$ cat src/rtl/piex_pkg.sv
// Shared types and constants for the integer execute core.
// No dependencies; imported by piex_alu and powerpc_integer_execute_core.
package piex_pkg;

    localparam int PIEX_REG_COUNT = 32;
    localparam int XLEN           = 64;
    localparam int CR_WIDTH       = 32;
    localparam int IMM_WIDTH      = 26;

    // CR0 field codes (bits 31..28 of the condition register)
    localparam logic [3:0] CR0_LT = 4'h8;
    localparam logic [3:0] CR0_GT = 4'h4;
    localparam logic [3:0] CR0_EQ = 4'h2;

    localparam logic [XLEN-1:0] PC_STEP = XLEN'(4);

    // Operation codes; 8..15 are unsupported
    typedef enum logic [3:0] {
        OP_NOP    = 4'd0,
        OP_ADDI   = 4'd1,
        OP_ADD    = 4'd2,
        OP_SUBF   = 4'd3,
        OP_OR     = 4'd4,
        OP_AND    = 4'd5,
        OP_XOR    = 4'd6,
        OP_BRANCH = 4'd7
    } t_op;

    // Operation result and state updates produced by the ALU
    typedef struct packed {
        logic                status;
        logic                writes;
        logic [XLEN-1:0]     res;
        logic [XLEN-1:0]     next_pc;
        logic [CR_WIDTH-1:0] next_cr;
        logic                lr_we;
        logic [XLEN-1:0]     lr_val;
    } t_exec_res;

endpackage

$ cat src/rtl/piex_ram.sv
// Generic RAM: one write port, two registered read ports.
// No dependencies.
module piex_ram #(
    parameter int WIDTH = 64,
    parameter int DEPTH = 32,
    localparam int AW   = $clog2(DEPTH)
) (
    input  logic             i_clk,
    input  logic             i_we,
    input  logic [AW-1:0]    i_waddr,
    input  logic [WIDTH-1:0] i_wdata,
    input  logic             i_re,
    input  logic [AW-1:0]    i_raddr_a,
    input  logic [AW-1:0]    i_raddr_b,
    output logic [WIDTH-1:0] o_rdata_a,
    output logic [WIDTH-1:0] o_rdata_b
);

    logic [WIDTH-1:0] mem [DEPTH];
    logic [WIDTH-1:0] r_rdata_a;
    logic [WIDTH-1:0] r_rdata_b;

    always_ff @(posedge i_clk) begin
        if (i_we) begin
            mem[i_waddr] <= i_wdata;
        end
        if (i_re) begin
            r_rdata_a <= mem[i_raddr_a];
            r_rdata_b <= mem[i_raddr_b];
        end
    end

    assign o_rdata_a = r_rdata_a;
    assign o_rdata_b = r_rdata_b;

endmodule

$ cat src/rtl/piex_alu.sv
// Combinational execute logic: result, next PC, CR0 update, link update.
// Depends on piex_pkg.
module piex_alu
    import piex_pkg::*;
(
    input  logic [3:0]                 i_op,
    input  logic [XLEN-1:0]            i_a,
    input  logic [XLEN-1:0]            i_b,
    input  logic                       i_ra_zero,
    input  logic signed [IMM_WIDTH-1:0] i_imm,
    input  logic                       i_rec,
    input  logic                       i_abs,
    input  logic                       i_lnk,
    input  logic [XLEN-1:0]            i_pc,
    input  logic [CR_WIDTH-1:0]        i_cr,
    output t_exec_res                  o_ex
);

    logic [XLEN-1:0] imm_ext;
    logic [XLEN-1:0] pc_inc;
    logic [3:0]      cr0;

    assign imm_ext = XLEN'(i_imm);
    assign pc_inc  = i_pc + PC_STEP;

    always_comb begin
        o_ex.status  = 1'b0;
        o_ex.writes  = 1'b0;
        o_ex.res     = '0;
        o_ex.next_pc = i_pc;
        o_ex.next_cr = i_cr;
        o_ex.lr_we   = 1'b0;
        o_ex.lr_val  = pc_inc;
        unique case (i_op)
            OP_NOP:  o_ex.next_pc = pc_inc;
            OP_ADDI: begin
                o_ex.res    = (i_ra_zero ? '0 : i_a) + imm_ext;
                o_ex.writes = 1'b1;
            end
            OP_ADD: begin
                o_ex.res    = i_a + i_b;
                o_ex.writes = 1'b1;
            end
            OP_SUBF: begin
                o_ex.res    = i_b - i_a;
                o_ex.writes = 1'b1;
            end
            OP_OR: begin
                o_ex.res    = i_a | i_b;
                o_ex.writes = 1'b1;
            end
            OP_AND: begin
                o_ex.res    = i_a & i_b;
                o_ex.writes = 1'b1;
            end
            OP_XOR: begin
                o_ex.res    = i_a ^ i_b;
                o_ex.writes = 1'b1;
            end
            OP_BRANCH: begin
                if (i_abs) begin
                    o_ex.status = 1'b1;
                end else begin
                    o_ex.lr_we   = i_lnk;
                    o_ex.next_pc = i_pc + imm_ext;
                end
            end
            default: o_ex.status = 1'b1;
        endcase
        if (o_ex.writes) begin
            o_ex.next_pc = pc_inc;
        end

        // signed compare of the result against zero
        priority if (o_ex.res[XLEN-1]) begin
            cr0 = CR0_LT;
        end else if (o_ex.res != '0) begin
            cr0 = CR0_GT;
        end else begin
            cr0 = CR0_EQ;
        end

        if (o_ex.writes && i_rec && (i_op != OP_ADDI)) begin
            o_ex.next_cr = {cr0, i_cr[CR_WIDTH-5:0]};
        end
    end

endmodule

$ cat src/rtl/powerpc_integer_execute_core.sv
// Top level of the integer execute core: request pipeline, register file, state.
// Depends on piex_pkg, piex_ram and piex_alu.
//
// Usage:
//   Input channel (i_in_valid / o_in_ready) carries one decoded instruction
//   per request. Output channel (o_out_valid / i_out_ready) returns one result
//   per request: status, next PC, written value and the condition register.
// Pipeline: an accepted request is registered into the execute stage, and
//   the register file read is registered at acceptance too; the ALU then
//   works between that stage and the output register, which drives the
//   output ports.
// Throughput: one request per cycle, limited by nothing but the output
//   handshake. A result written by one request is forwarded to the next one
//   when the register file read happened in the same edge as the write.
// Reset: i_rst_n low clears PC, CR, LR, both pipeline valids and the
//   per-register valid bits; a register never written since reset reads zero.
// Stall: while the output is full and not taken, the execute stage holds its
//   request, and a new request is taken only when the execute stage is empty
//   or moves its request to the output in the same cycle.
module powerpc_integer_execute_core
    import piex_pkg::*;
#(
    parameter int  REG_COUNT = PIEX_REG_COUNT,
    localparam int REG_AW    = $clog2(REG_COUNT)
) (
    input  logic                        i_clk,
    input  logic                        i_rst_n,
    // request channel
    input  logic                        i_in_valid,
    output logic                        o_in_ready,
    input  logic [3:0]                  i_operation,
    input  logic [REG_AW-1:0]           i_dest_reg,
    input  logic [REG_AW-1:0]           i_src_a_reg,
    input  logic [REG_AW-1:0]           i_src_b_reg,
    input  logic signed [IMM_WIDTH-1:0] i_immediate,
    input  logic                        i_record_flag,
    input  logic                        i_absolute_flag,
    input  logic                        i_link_flag,
    // result channel
    output logic                        o_out_valid,
    input  logic                        i_out_ready,
    output logic                        o_status,
    output logic [XLEN-1:0]             o_next_pc,
    output logic [XLEN-1:0]             o_written_value,
    output logic [CR_WIDTH-1:0]         o_condition_value
);

    // architectural state
    logic [XLEN-1:0]     r_pc;
    logic [CR_WIDTH-1:0] r_cr;
    logic [XLEN-1:0]     r_lr;
    logic [REG_COUNT-1:0] r_gpr_valid;   // cleared at reset: unwritten regs read 0

    // execute stage
    logic                        r_s1_v;
    logic [3:0]                  r_op;
    logic [REG_AW-1:0]           r_rt;
    logic                        r_ra_zero;
    logic signed [IMM_WIDTH-1:0] r_imm;
    logic                        r_rec;
    logic                        r_abs;
    logic                        r_lnk;
    logic                        r_va;
    logic                        r_vb;
    logic                        r_fwd_a;
    logic                        r_fwd_b;
    logic [XLEN-1:0]             r_fwd_val;

    // output register
    logic                r_out_v;
    logic                r_status;
    logic [XLEN-1:0]     r_next_pc;
    logic [XLEN-1:0]     r_wval;
    logic [CR_WIDTH-1:0] r_out_cr;

    logic            out_free;
    logic            s1_adv;
    logic            in_acc;
    logic            wb_en;
    logic [XLEN-1:0] ram_a;
    logic [XLEN-1:0] ram_b;
    logic [XLEN-1:0] opnd_a;
    logic [XLEN-1:0] opnd_b;
    t_exec_res       ex;

    assign out_free   = !r_out_v || i_out_ready;
    assign s1_adv     = r_s1_v && out_free;
    assign o_in_ready = !r_s1_v || s1_adv;
    assign in_acc     = i_in_valid && o_in_ready;
    assign wb_en      = s1_adv && ex.writes;

    piex_ram #(
        .WIDTH (XLEN),
        .DEPTH (REG_COUNT)
    ) u_gpr (
        .i_clk     (i_clk),
        .i_we      (wb_en),
        .i_waddr   (r_rt),
        .i_wdata   (ex.res),
        .i_re      (in_acc),
        .i_raddr_a (i_src_a_reg),
        .i_raddr_b (i_src_b_reg),
        .o_rdata_a (ram_a),
        .o_rdata_b (ram_b)
    );

    // operand select: forwarded write-back, RAM data, or zero if never written
    assign opnd_a = r_fwd_a ? r_fwd_val : (r_va ? ram_a : '0);
    assign opnd_b = r_fwd_b ? r_fwd_val : (r_vb ? ram_b : '0);

    piex_alu u_alu (
        .i_op      (r_op),
        .i_a       (opnd_a),
        .i_b       (opnd_b),
        .i_ra_zero (r_ra_zero),
        .i_imm     (r_imm),
        .i_rec     (r_rec),
        .i_abs     (r_abs),
        .i_lnk     (r_lnk),
        .i_pc      (r_pc),
        .i_cr      (r_cr),
        .o_ex      (ex)
    );

    // control state
    always_ff @(posedge i_clk) begin
        if (!i_rst_n) begin
            r_s1_v      <= 1'b0;
            r_out_v     <= 1'b0;
            r_pc        <= '0;
            r_cr        <= '0;
            r_lr        <= '0;
            r_gpr_valid <= '0;
        end else begin
            if (o_in_ready) begin
                r_s1_v <= i_in_valid;
            end
            if (out_free) begin
                r_out_v <= r_s1_v;
            end
            if (s1_adv) begin
                r_pc <= ex.next_pc;
                r_cr <= ex.next_cr;
                if (ex.lr_we) begin
                    r_lr <= ex.lr_val;
                end
            end
            if (wb_en) begin
                r_gpr_valid[r_rt] <= 1'b1;
            end
        end
    end

    // execute stage payload; forward flags catch a write-back in the same edge
    always_ff @(posedge i_clk) begin
        if (in_acc) begin
            r_op      <= i_operation;
            r_rt      <= i_dest_reg;
            r_ra_zero <= (i_src_a_reg == '0);
            r_imm     <= i_immediate;
            r_rec     <= i_record_flag;
            r_abs     <= i_absolute_flag;
            r_lnk     <= i_link_flag;
            r_va      <= r_gpr_valid[i_src_a_reg];
            r_vb      <= r_gpr_valid[i_src_b_reg];
            r_fwd_a   <= wb_en && (r_rt == i_src_a_reg);
            r_fwd_b   <= wb_en && (r_rt == i_src_b_reg);
            r_fwd_val <= ex.res;
        end
    end

    // output register payload
    always_ff @(posedge i_clk) begin
        if (s1_adv) begin
            r_status  <= ex.status;
            r_next_pc <= ex.next_pc;
            r_wval    <= ex.writes ? ex.res : '0;
            r_out_cr  <= ex.next_cr;
        end
    end

    assign o_out_valid       = r_out_v;
    assign o_status          = r_status;
    assign o_next_pc         = r_next_pc;
    assign o_written_value   = r_wval;
    assign o_condition_value = r_out_cr;

endmodule
$ cat config.mk
export PLATFORM = sky130hd
export DESIGN_NAME = powerpc_integer_execute_core
export DESIGN_NICKNAME = d
export VERILOG_FILES = /design/src/rtl/piex_pkg.sv /design/src/rtl/piex_ram.sv /design/src/rtl/piex_alu.sv /design/src/rtl/powerpc_integer_execute_core.sv
export SDC_FILE = /design/constraint.sdc
export NUM_CORES = 2
export LEC_CHECK = 0
export BUFFER_PORTS_ARGS = -buffer_cell sky130_fd_sc_hd__clkbuf_2
export CORE_MARGIN = 2
export CORE_UTILIZATION = 35
export DETAILED_ROUTE_END_ITERATION = 8
export SYNTH_ARGS = -nofsm -noshare
export SYNTH_HDL_FRONTEND = slang
export SYNTH_SLANG_ARGS = --single-unit
$ cat constraint.sdc
create_clock -name i_clk -period 9.14 [get_ports i_clk]
set_input_delay 1.828 -clock i_clk [delete_from_list [all_inputs] [get_ports i_clk]]
set_output_delay 1.828 -clock i_clk [all_outputs]
set_load 0.02 [all_outputs]
## Word-level counts from Yosys, hierarchy flattened

Memories as Yosys holds them, arrays and structs flattened. A register that Yosys moved wholly into a read port is not among the register bits.
Index checks and enable logic that the tools add are counted.

| cells by class | value |
|---|---|
| eq/ne operators | 10 |
| multiplexer cells | 22 |
| bitwise gates (word level) | 4 |
| magnitude comparators | 4 |
| reductions and logical operators | 16 |
| $add $sub $neg | 5 |

Operators with widths:

| cell | count |
|---|---|
| 64-bit two-way mux | 7 |
| 65-bit case mux with 6 select lines | 1 |
| 64-bit adder | 3 |
| 64-bit case mux with 2 select lines | 1 |
| 64-bit by 3-bit adder with 64-bit output, second input constant | 1 |
| 64-bit bitwise AND | 1 |
| 64-bit OR | 1 |
| 64-bit nonzero test | 1 |
| 64-bit subtractor | 1 |
| 64-bit XOR | 1 |
| 32-bit two-way mux | 1 |
| 32-bit OR | 1 |
| 5-bit by 6-bit less-than comparator with 1-bit output, second input constant | 3 |
| 4-bit by 3-bit == test with 1-bit output, second input constant | 4 |
| 1-bit binary-select mux with 5-bit select | 2 |
| 5-bit == test | 2 |
| 4-bit by 2-bit == test with 1-bit output, second input constant | 2 |
| 1-bit logical AND | 8 |
| 7-bit OR reduction | 1 |
| 1-bit two-way mux | 6 |
| 1-bit demux with 5-bit select | 1 |
| 5-bit by 1-bit >= comparator with 1-bit output, second input constant | 1 |
| 5-bit zero test | 1 |
| 4-bit by 1-bit == test with 1-bit output, second input constant | 1 |
| other kinds (7) | 9 |

| word-level totals | value |
|---|---|
| memories kept | 1 |
| input port bits | 52 |
| logic and storage cells | 82 |
| output and inout bits | 163 |
| memory bits (writable) | 2048 |
| register bits | 397 |

Memory list:

| name | depth | bits a word | rd ports | clocked after Yosys merged registers in | write ports | RTL line | text |
|---|---|---|---|---|---|---|---|
| u_gpr.mem | 32 | 64 | 2 | 2 | 1 | piex_ram.sv:19 | `logic [WIDTH-1:0] mem [DEPTH];` |

## Longest topological paths before layout

| logic depth | value |
|---|---|
| word-level depth | 9 |
| mapped depth | 31 |
| gate-level depth less buffers | 27 |

## Hierarchy

From an unflattened synthesis, not the netlist that was laid out.

| unflattened totals | value |
|---|---|
| cell total of the unflattened synthesis | 8785 |
| area, all modules | 133759.5 um^2 |

By module, submodules not included:

| module | area an instance (um^2) | times used | cells an instance | seq. area each (um^2) |
|---|---|---|---|---|
| piex_ram | 97941.4 | 1 | 4441 | 65342.7 |
| piex_alu | 20489.7 | 1 | 3199 | 0.0 |
| powerpc_integer_execute_core | 15328.5 | 1 | 1145 | 10650.2 |

## Worst setup path after synthesis

Ideal clock, no wire load.

| timing | value |
|---|---|
| path kind | input -> register |
| from | input i_out_ready |
| to | register r_abs (enable) |
| data required time | 8516 ps |
| setup time | 624 ps |
| cell stages on the path | 3 |
| setup slack | 1075 ps |
| path buffers | 0 |
| data arrival time | 7441 ps |
| path through | nor2b_1 nand2_1 and2_1 |

| on the way | value |
|---|---|
| word-level cells in the longest chain between the ends | 4 |

RTL lines:

| element | RTL line | text |
|---|---|---|
| start: declaration | powerpc_integer_execute_core.sv:41 | `input logic i_out_ready,` |
| 1-bit logical OR | powerpc_integer_execute_core.sv:86 | `assign out_free = !r_out_v \|\| i_out_ready;` |
| 1-bit logical AND | powerpc_integer_execute_core.sv:87 | `assign s1_adv = r_s1_v && out_free;` |
| 1-bit logical OR | powerpc_integer_execute_core.sv:88 | `assign o_in_ready = !r_s1_v \|\| s1_adv;` |
| net o_in_ready | powerpc_integer_execute_core.sv:30 | `output logic o_in_ready,` |
| 1-bit logical AND | powerpc_integer_execute_core.sv:89 | `assign in_acc = i_in_valid && o_in_ready;` |
| net in_acc | powerpc_integer_execute_core.sv:78 | `logic in_acc;` |
| end signal: assignment | powerpc_integer_execute_core.sv:162 | `r_abs <= i_absolute_flag;` |
| end: declaration | powerpc_integer_execute_core.sv:61 | `logic r_abs;` |

The timed path passes the listed nets, and every way through them passes these cells.
A chain may end at the register's enable or synchronous reset.

==> out/results.ini <==
[floorplanning]
io_pins = 215
fp.dieW_um = 616
rows = 224
die_area_sq_um = 379000
core_sq_um = 372000
start_util = 0.352
die_h_um = 616

[global_route]
grtUsageMet3 = 0.0373
antenna_found_initial = 32
grt_use_met2 = 0.363
grt_max_degree = 138
met1_usage = 0.283
grt_overflow = 0
grt_pass1_wl_um = 598000
busiest_layer = met2
grt_pass1_vias = 82700
grtUsageTotal = 0.216

[worst_setup_path]
start_kind = register
critical-path-max-stage-delay_ns = 0.74
crit_arrival_ns = 9.25
cp_max_fo = 40
r2r-start = r_fwd_a$_DFFE_PP_
cpLargestDelayFamily = simple AND/OR/NAND/NOR gates
cp_slowest_cell = nor4_1
criticalPathCategory = register to register
rrSetupSlack_ns = 0.47
critPathLaunch = r_fwd_a$_DFFE_PP_
worstPathRequired_ns = 9.72
cp-end-kind = register
crit_buf_inv = 4

[sta]
timing.final.ws_setup_ns = 0.471
hold_ws_ns = 0.493
hold_viol = 0
layout_min_cycle_time_ns = 8.67
tightest_slew_ns = 1.42
skew_ns = 0.0578
finalSetupTns_ns = 0
rsz0062_at_grt = no
min_period_over_period = 0.948
slew-limit-headroom = 0.0511
drv_slew = 0
max_freq_mhz = 115
setup_viol = 0

[synthesis]
synth.area.mux_share = 0.241
synth_edf_count = 2415
synth.most_common_cell = edfxtp_1
synthSimpleGateAreaFrac = 0.0506
synthArstFlopShare = 0
synth_area_leaders = edfxtp_1, mux4_2, ha_1
synth_common_cells = edfxtp_1, mux4_2, nor2_1
synth_cell_types = 95
synth_top_cell_by_area = edfxtp_1
synth_compound_area_frac = 0.0684
synthCells = 8189
yosysWarnings = 0
avgSynthCellArea_sq_um = 16.0
synth_top_family_by_area = multiplexers
ys_seq_area_frac = 0.570
ys.flop_type = edfxtp_1
synthAdderAreaFrac = 0.0306
synth.cell_area_sq_um = 131000
synthXorXnorAreaFrac = 0.0158
synth_top_area_frac = 0.554
ys_ff_latch = 2517

[drt]
dr.first_iter.drc_count = 10700
drt-pass1-iter-count = 8
drc = 0
vias = 82600
wire_per_inst_um = 31.2
postRouteWirelength_um = 420000
antenna_left = 0
post_drt_via_cell_ratio = 6.12

[status]
status = finished, final reports clean

[cts]
cts_hold_buf = 0
root_buffer = clkbuf_16
path_clk_slew_ns = 0.06
numCtsBuffers = 267
clk_latency_ns = 0.86
htree_levels = 5
cts_tree = yes
cts_max_path_buffers = 4
cts_sinks = 2517

[power]
pwr-share-comb = 0.130
netSwitchingFraction = 0.256
p_sw_mw = 6.99
max-vdd-ir-drop_v = 0.000140
p_int_mw = 20.3
p_leak_nw = 49.1
seqPwrFrac = 0.484
power_density_nw_per_um2 = 186
clkPwrFrac = 0.386
p_total_mw = 27.3

[cells_and_area]
fin_nets = 8680
final_cell_count_no_fill = 13500
area_growth_pct = 12.2
ff_latch_area_sq_um = 74600
n_fill_cell = 33800
multiInputGateArea_sq_um = 53700
drive_gt1_frac = 0.275

[run]
cap_violations = 0

[placed_design]
gp_routability_congestion = 0.917
dp_cells = 13000
portBuffers = 185
place_ws_ns = 0.212
hpwlAfterDp_um = 258000

[worst_hold_path]
hold_start = r_cr[30]$_SDFFE_PN0P_
hp-class = register to register

cell usage in the layout, fill, tap and decap left out, types with 99 or more instances in the layout:
cell type	instances
a21oi_1	329
a22oi_1	154
buf_4	193
clkbuf_16	275
clkbuf_2	174
dfxtp_1	102
edfxtp_1	2415
ha_1	315
inv_1	224
mux2_2	134
mux4_2	1300
nand2_1	420
nand3_1	99
nor2_1	409
o21ai_0	353
xnor2_1	170
power by group through the flow:
stage	Clock (mW)	Sequential, mW	Combinational (mW)
detailed placement	0	13.4	3.52
global route	11.1	13.2	3.81
floorplan	0	13.4	2.32
global placement	0	13.4	3.47
finish	10.5	13.2	3.55
CTS	10.7	13.2	3.53
registers in the layout (all words and copies together) (netlist names), 4 cells and up:
register	count
o_condition_value	4
o_next_pc	64
o_written_value	64
r_cr	4
r_fwd_val	64
r_gpr_valid	32
r_imm	26
r_op	4
r_pc	64
r_rt	5
u_gpr.mem	2048
u_gpr.o_rdata_a	64
u_gpr.o_rdata_b	64
cell type report:
class / instances / area share
Clock inverter: 125 / 0.00739
Tap cell: 4972 / 0.0424
Inverter: 225 / 0.00580
Antenna cell: 5 / 0.0000852
Multi-Input combinational cell: 4883 / 0.366
Timing Repair Buffer: 416 / 0.0219
Clock buffer: 339 / 0.0488
Sequential cell: 2517 / 0.508
stage by stage:
stage | util | area (sq um)
floorplan | - | 131000
global placement | 0.372 | 139000
detailed placement | 0.372 | 139000
CTS | 0.395 | 147000
global route | 0.395 | 147000
finish | 0.395 | 147000
path summary, 6_finish.rpt:
path / depth (start not counted) / to
setup / recovery: 29 / o_condition_value[30]$_DFFE_PP_
hold reg to reg: 2 / r_cr[30]$_SDFFE_PN0P_
setup reg to reg: 29 / o_condition_value[30]$_DFFE_PP_
hold / removal: 2 / r_cr[30]$_SDFFE_PN0P_
tightest hold or removal path, stage by stage, from the launching register on:
cell     delay, ns
dfxtp_1       0.31
nand3_1       0.06
o21ai_0       0.07
per-layer routing:
| layer | share of wire | up-vias |
|---|---|---|
| met1 | 0.39 | 43700 |
| li1 | - | 33900 |
| met5 | 0.000055 | - |
| met2 | 0.49 | 4234 |
| met3 | 0.088 | 785 |
| met4 | 0.037 | 4 |
what timing repair did:
item	4_1_cts	5_1_grt
endpoints found under the setup margin	0	4
buffers inserted	0	2
resized for setup	0	0
logic make-up after synthesis:
group                    after synthesis
AND/OR/NAND/NOR                     1404
AO/OA/AOI/OAI                       1393
adder cells (fa/ha/maj)              318
buffers and inverters                816
flip-flops                          2517
XOR/XNOR                             236
other                                  1
multiplexers                        1504
(Power assumes the default switching activity.)
